===== src/hdl/rbsi_pkg.sv =====
// shared types, constants and helpers for the ray box slab intersect block
// no dependencies
package rbsi_pkg;

    localparam int QW         = 32;
    localparam int NUM_W      = 49;
    localparam int DIV_STAGES = NUM_W;
    localparam int FIFO_DEPTH = 4;
    localparam int FIFO_AW    = 2;

    localparam logic [QW-1:0]    Q_MIN   = 32'h8000_0000;
    localparam logic [QW-1:0]    Q_MAX   = 32'h7fff_ffff;
    localparam logic [NUM_W-1:0] NEG_LIM = NUM_W'(64'h8000_0000);
    localparam logic [NUM_W-1:0] POS_LIM = NUM_W'(64'h7fff_ffff);

    typedef enum logic [2:0] {
        REG_MIN_X = 3'd0,
        REG_MIN_Y = 3'd1,
        REG_MIN_Z = 3'd2,
        REG_MAX_X = 3'd3,
        REG_MAX_Y = 3'd4,
        REG_MAX_Z = 3'd5
    } t_reg_idx;

    typedef enum logic [1:0] {
        AXIS_X = 2'd0,
        AXIS_Y = 2'd1,
        AXIS_Z = 2'd2
    } t_axis;

    // classified ray, front to back
    typedef struct packed {
        logic [2:0][QW-1:0] org;
        logic [2:0][QW-1:0] dir;
        logic [2:0][QW:0]   lo_mag;
        logic [2:0][QW:0]   hi_mag;
        logic [2:0]         lo_neg;
        logic [2:0]         hi_neg;
        logic [2:0][QW-1:0] den_mag;
        logic [2:0]         den_neg;
        logic [2:0]         dzero;
        logic               zmiss;
    } t_item;

    // what rides beside the dividers
    typedef struct packed {
        logic [2:0][QW-1:0] org;
        logic [2:0][QW-1:0] dir;
        logic [2:0]         qneg_lo;
        logic [2:0]         qneg_hi;
        logic [2:0]         dzero;
        logic               zmiss;
    } t_side;

    typedef struct packed {
        logic push;
        logic full;
    } t_push_ctl;

    function automatic logic [QW-1:0] sat_quo(input logic [NUM_W-1:0] q, input logic neg);
        logic [QW-1:0] r;
        if (neg) begin
            if (q > NEG_LIM) r = Q_MIN;
            else r = ~q[QW-1:0] + 32'd1;
        end else begin
            if (q > POS_LIM) r = Q_MAX;
            else r = q[QW-1:0];
        end
        return r;
    endfunction

endpackage


===== src/hdl/rbsi_front.sv =====
// front end: box registers, ray classification and numerator/divisor prep
// depends on rbsi_pkg
module rbsi_front (
    input  logic                           i_clk,
    input  logic                           i_rst_n,
    input  logic                           i_cfg_valid,
    input  logic [2:0]                     i_cfg_index,
    input  logic [rbsi_pkg::QW-1:0]        i_cfg_data,
    input  logic                           i_in_valid,
    input  logic [2:0][rbsi_pkg::QW-1:0]   i_org,
    input  logic [2:0][rbsi_pkg::QW-1:0]   i_dir,
    output logic                           o_in_stall,
    output rbsi_pkg::t_push_ctl            o_ctl_unused,
    input  logic                           i_full,
    output logic                           o_push,
    output rbsi_pkg::t_item                o_item
);
    import rbsi_pkg::*;

    logic [2:0][QW-1:0] r_box_min;
    logic [2:0][QW-1:0] r_box_max;
    logic               r_valid;
    t_item              r_item;
    t_item              n_item;
    logic [QW:0]        diff_lo [3];
    logic [QW:0]        diff_hi [3];

    always_ff @(posedge i_clk) begin
        if (!i_rst_n) begin
            r_box_min <= '0;
            r_box_max <= '0;
        end else if (i_cfg_valid) begin
            case (t_reg_idx'(i_cfg_index))
                REG_MIN_X: r_box_min[0] <= i_cfg_data;
                REG_MIN_Y: r_box_min[1] <= i_cfg_data;
                REG_MIN_Z: r_box_min[2] <= i_cfg_data;
                REG_MAX_X: r_box_max[0] <= i_cfg_data;
                REG_MAX_Y: r_box_max[1] <= i_cfg_data;
                REG_MAX_Z: r_box_max[2] <= i_cfg_data;
                default: ;
            endcase
        end
    end

    always_comb begin
        n_item = '0;
        for (int a = 0; a < 3; a++) begin
            diff_lo[a] = {r_box_min[a][QW-1], r_box_min[a]} - {i_org[a][QW-1], i_org[a]};
            diff_hi[a] = {r_box_max[a][QW-1], r_box_max[a]} - {i_org[a][QW-1], i_org[a]};
            n_item.org[a]     = i_org[a];
            n_item.dir[a]     = i_dir[a];
            n_item.lo_neg[a]  = diff_lo[a][QW];
            n_item.hi_neg[a]  = diff_hi[a][QW];
            n_item.lo_mag[a]  = diff_lo[a][QW] ? -diff_lo[a] : diff_lo[a];
            n_item.hi_mag[a]  = diff_hi[a][QW] ? -diff_hi[a] : diff_hi[a];
            n_item.den_neg[a] = i_dir[a][QW-1];
            n_item.den_mag[a] = i_dir[a][QW-1] ? -i_dir[a] : i_dir[a];
            n_item.dzero[a]   = (i_dir[a] == '0);
            // flat slab with the origin outside the planes
            if (n_item.dzero[a] && (($signed(i_org[a]) < $signed(r_box_min[a]))
                    || ($signed(i_org[a]) > $signed(r_box_max[a]))))
                n_item.zmiss = 1'b1;
        end
    end

    assign o_in_stall = r_valid && i_full;
    assign o_push     = r_valid && !i_full;
    assign o_item     = r_item;
    assign o_ctl_unused.push = o_push;
    assign o_ctl_unused.full = i_full;

    always_ff @(posedge i_clk) begin
        if (!i_rst_n) begin
            r_valid <= 1'b0;
        end else if (!o_in_stall) begin
            r_valid <= i_in_valid;
        end
    end

    always_ff @(posedge i_clk) begin
        if (!o_in_stall && i_in_valid) begin
            r_item <= n_item;
        end
    end

endmodule


===== config.mk =====
export PLATFORM = sky130hd
export DESIGN_NAME = rbsi_front
export DESIGN_NICKNAME = d
export VERILOG_FILES = /design/src/hdl/rbsi_pkg.sv /design/src/hdl/rbsi_front.sv
export SDC_FILE = /design/constraint.sdc
export NUM_CORES = 1
export LEC_CHECK = 0
export ABC_AREA = 1
export BUFFER_PORTS_ARGS = -buffer_cell sky130_fd_sc_hd__buf_2
export CAP_MARGIN = 20
export CORE_MARGIN = 2
export CORE_UTILIZATION = 54
export DETAILED_ROUTE_END_ITERATION = 8
export GPL_ROUTABILITY_DRIVEN = 0
export GPL_TIMING_DRIVEN = 0
export HOLD_SLACK_MARGIN = 0.05
export PLACE_DENSITY = 0.84
export SYNTH_ARGS = -nofsm -noshare
export SYNTH_HDL_FRONTEND = slang
export SYNTH_SLANG_ARGS = --single-unit

===== constraint.sdc =====
create_clock -name i_clk -period 35.8 [get_ports i_clk]
set_clock_uncertainty 0.2 [all_clocks]
set_input_delay 1.79 -clock i_clk [delete_from_list [all_inputs] [get_ports i_clk]]
set_output_delay 1.79 -clock i_clk [all_outputs]
set_load 0.02 [all_outputs]

==> flow_metrics.env <==
export IMPL_report_final_slew_viol_count=0
export IMPL_synth_largest_area_cell="sky130_fd_sc_hd__edfxtp_1"
export IMPL_detailed_place_hpwl_um=120000
export IMPL_fmaxAchievable_ghz=0.220
export IMPL_htree_num_levels=3
export IMPL_clockBufferDepth=3
export IMPL_root_buffer="sky130_fd_sc_hd__clkbuf_16"
export IMPL_synth_top_area_share_pct=32.9
export IMPL_clock_tree_from_tritoncts="done"
export IMPL_chipWidth_um=293
export IMPL_placement_io_buffers=733
export IMPL_number_of_nets_with_antenna_violations_after_routing=0
export IMPL_vias=44500
export IMPL_worst_setup_start_kind="primary input"
export IMPL_holdCritPathClass="reg -> reg"
export IMPL_synth_main_ff_cell="sky130_fd_sc_hd__edfxtp_1"
export IMPL_min_period_over_period_pct=12.7
export IMPL_run_status="completed"
export IMPL_synth_cell_area_um2=45000
export IMPL_drive_above_1_share_pct=14.0
export IMPL_synthesis_area_per_instance_um2=7.18
export IMPL_setup_tns_ns=0
export IMPL_grt_antenna_before_repair=15
export IMPL_die_area_um2=85700
export IMPL_cp_required_ns=35.93
export IMPL_critical_path_reg2reg_endpoint="o_item[243]$_DFFE_PP_"
export IMPL_drt_pass1_iterations=9
export IMPL_fin_nets=7538
export IMPL_placement_rows=105
export IMPL_initial_utilization_pct=54.7
export IMPL_grt_start_max_net_pins=39
export IMPL_gr_total_overflow=0
export IMPL_worst_slew_pin_slew_ns=1.05
export IMPL_setup_violations_final=0
export IMPL_layout_min_cycle_time_ns=4.54
export IMPL_yosysMostFrequentCell="sky130_fd_sc_hd__nand2_1"
export IMPL_slew_headroom_pct=30.2
export IMPL_synth_common_cells="sky130_fd_sc_hd__nand2_1, sky130_fd_sc_hd__inv_1, sky130_fd_sc_hd__nor2_1, sky130_fd_sc_hd__edfxtp_1, sky130_fd_sc_hd__nand3_1"
export IMPL_hold_violations=0
export IMPL_worstPathMaxFanout=10
export IMPL_drt_vias_per_instance=5.40
export IMPL_postSynth_asyncResetShare_pct=0
export IMPL_clock_latency_ns=0.65
export IMPL_rr_worst_depth=16
export IMPL_holdPathStages=2
export IMPL_synth_area_top_cells="sky130_fd_sc_hd__edfxtp_1, sky130_fd_sc_hd__nand2_1, sky130_fd_sc_hd__inv_1, sky130_fd_sc_hd__dfxtp_1, sky130_fd_sc_hd__nor2_1"
export IMPL_critical_path_arrival_ns=4.67
export IMPL_hp_start="r_box_max[2]$_SDFFE_PN0P_"
export IMPL_postRouteWirelength_um=151000
export IMPL_unique_masters_post_synth=51
export IMPL_whs_ns=0.251
export IMPL_syn_nets=6712
export IMPL_hold_buffers=0
export IMPL_filler_cell_count=7004
export IMPL_ys_ff_latch=686
export IMPL_path_clk_slew_ns=0.06
export IMPL_max_cap_violations=0
export IMPL_grt_pass1_wl_um=225000
export IMPL_reg2reg_from="r_box_min[32]$_SDFFE_PN0P_"
export IMPL_die_height_um=293
export IMPL_yosys_warnings=0
export IMPL_register_to_register_path_setup_slack_ns=32.29
export IMPL_cellLeakagePower_uw=0.0273
export IMPL_detail_route_wl_per_cell_um=18.3
export IMPL_cts_buffers_inserted=75
export IMPL_first_global_vias=41700
export IMPL_initialDrtViolationCount=4551
export IMPL_syn_inst_count=6267
export IMPL_sequential_cell_area_um2=18700
export IMPL_ctsResizeCount=0
export IMPL_power_ir_vdd_worst_mv=0.0433
export IMPL_area_used_by_multi_input_combinational_logic_um2=21700
export IMPL_terminating_pin_of_the_worst_hold_path="r_box_max[2]$_SDFFE_PN0P_"
export IMPL_io_pins=735
export IMPL_synth_sequential_area_ratio_pct=41.5
export IMPL_power_per_cell_area_nw_per_um2=42.9
export IMPL_route_detailed_drc=0
export IMPL_core_area_um2=82200
export IMPL_clock_sink_count=686
export IMPL_timing_critical_path_to_type="register"
export IMPL_setup_repair_after_global_routing_missed_its_margin="no"
export IMPL_grt_usage_pct=33.9
export IMPL_number_of_enable_type_register_cells_in_the_synthesized_netlist=493
export IMPL_post_cts_setup_buffers=0
export IMPL_area_delta_synth_final_pct=17.3
export IMPL_critical_path_class="in -> reg"
## stage by stage
step           worst slack [ns]  instances  utilization (%)  instance area [um^2]  total power [uW]
2_1_floorplan             11.87       6267                -                 45000              1330
6_report                  31.26       8232             64.2                 52800              2270
5_1_grt                   31.13       8229             64.2                 52800              2350
3_5_place_dp              30.70       8086             61.2                 50300              1490
4_1_cts                   31.31       8224             64.2                 52800              2270
3_3_place_gp               4.13       8070             60.8                 50000              1500
## critical path: stages
cell                      delay [ns]
sky130_fd_sc_hd__buf_2          0.17
sky130_fd_sc_hd__ha_1           0.26
sky130_fd_sc_hd__fa_1           0.41
sky130_fd_sc_hd__inv_1          0.11
sky130_fd_sc_hd__nand3_1        0.11
sky130_fd_sc_hd__nand2_2        0.12
sky130_fd_sc_hd__nand2_1        0.06
sky130_fd_sc_hd__nand2_2        0.11
sky130_fd_sc_hd__nand3_2        0.09
sky130_fd_sc_hd__nand2_2        0.07
sky130_fd_sc_hd__nand2_1        0.08
sky130_fd_sc_hd__nand2_4        0.10
sky130_fd_sc_hd__xor2_4         0.31
sky130_fd_sc_hd__buf_4          0.26
sky130_fd_sc_hd__nand2_1        0.08
sky130_fd_sc_hd__xnor2_1        0.51
## per-layer routing
layer,wire length (um),vias up,track usage (%)
met4,12000,8,24.1
met1,54600,20100,39.3
met2,69800,2377,56.7
met3,14200,570,6.18
li1,-,21400,-
met5,59,-,0
## sequential cells by signal (all words and copies together) (netlist names)
signal and count:
o_item 493, r_box_max 96, r_box_min 96, r_valid 1
## worst max-delay path by stage
stage,slack [ns],endpoint,from
4_1_cts,31.31,o_ctl_unused[1],i_full
3_3_place_gp,4.13,o_item[343]$_DFFE_PP_,i_full
2_1_floorplan,11.87,o_item[0]$_SDFFCE_PP1P_,i_full
6_report,31.26,o_item[243]$_DFFE_PP_,i_org[32]
5_1_grt,31.13,o_item[243]$_DFFE_PP_,i_org[32]
3_5_place_dp,30.70,o_item[243]$_DFFE_PP_,i_org[32]
## logic make-up (layout without fill, tap and decap cells)
kind of cell,after synthesis,in the layout,synth area share [%]
DFF,686,686,41.5
adders and majority gates,213,213,6.02
and+or+nand+nor,3418,3418,31.4
buffers and inverters,1214,2101,10.4
other,0,8,0
AOI/OAI and AO/OA,491,491,5.76
xor gates and xnor gates,245,245,4.90
## power breakdown
| part | internal (uW) | switching (uW) | leakage, uW |
|---|---|---|---|
| clock network | 449 | 332 | 0.00119 |
| registers | 933 | 19.4 | 0.00634 |
| logic | 159 | 374 | 0.0198 |
| total | 1540 | 725 | 0.0273 |
## cell usage in the layout (no fill, tap or decap), drive strengths merged, types with 183 or more instances in the layout
cell type     n
edfxtp      493
o21ai       264
nand3       318
buf         782
nand2      2019
inv        1114
nor2        827
a21oi       183
ha          207
dfxtp       193
## layout make-up
class	count	area share, %
clock inverters	34	0.668
plain buffers	98	0.931
clock buffers	104	3.97
inverters	1116	7.93
diodes	8	0.0379
flip-flops and latches	686	35.3
multi-input cells	4367	41.0
well taps	1070	2.53
repair buffers	749	7.56
Note: power is estimated with default switching activity, not from simulation.
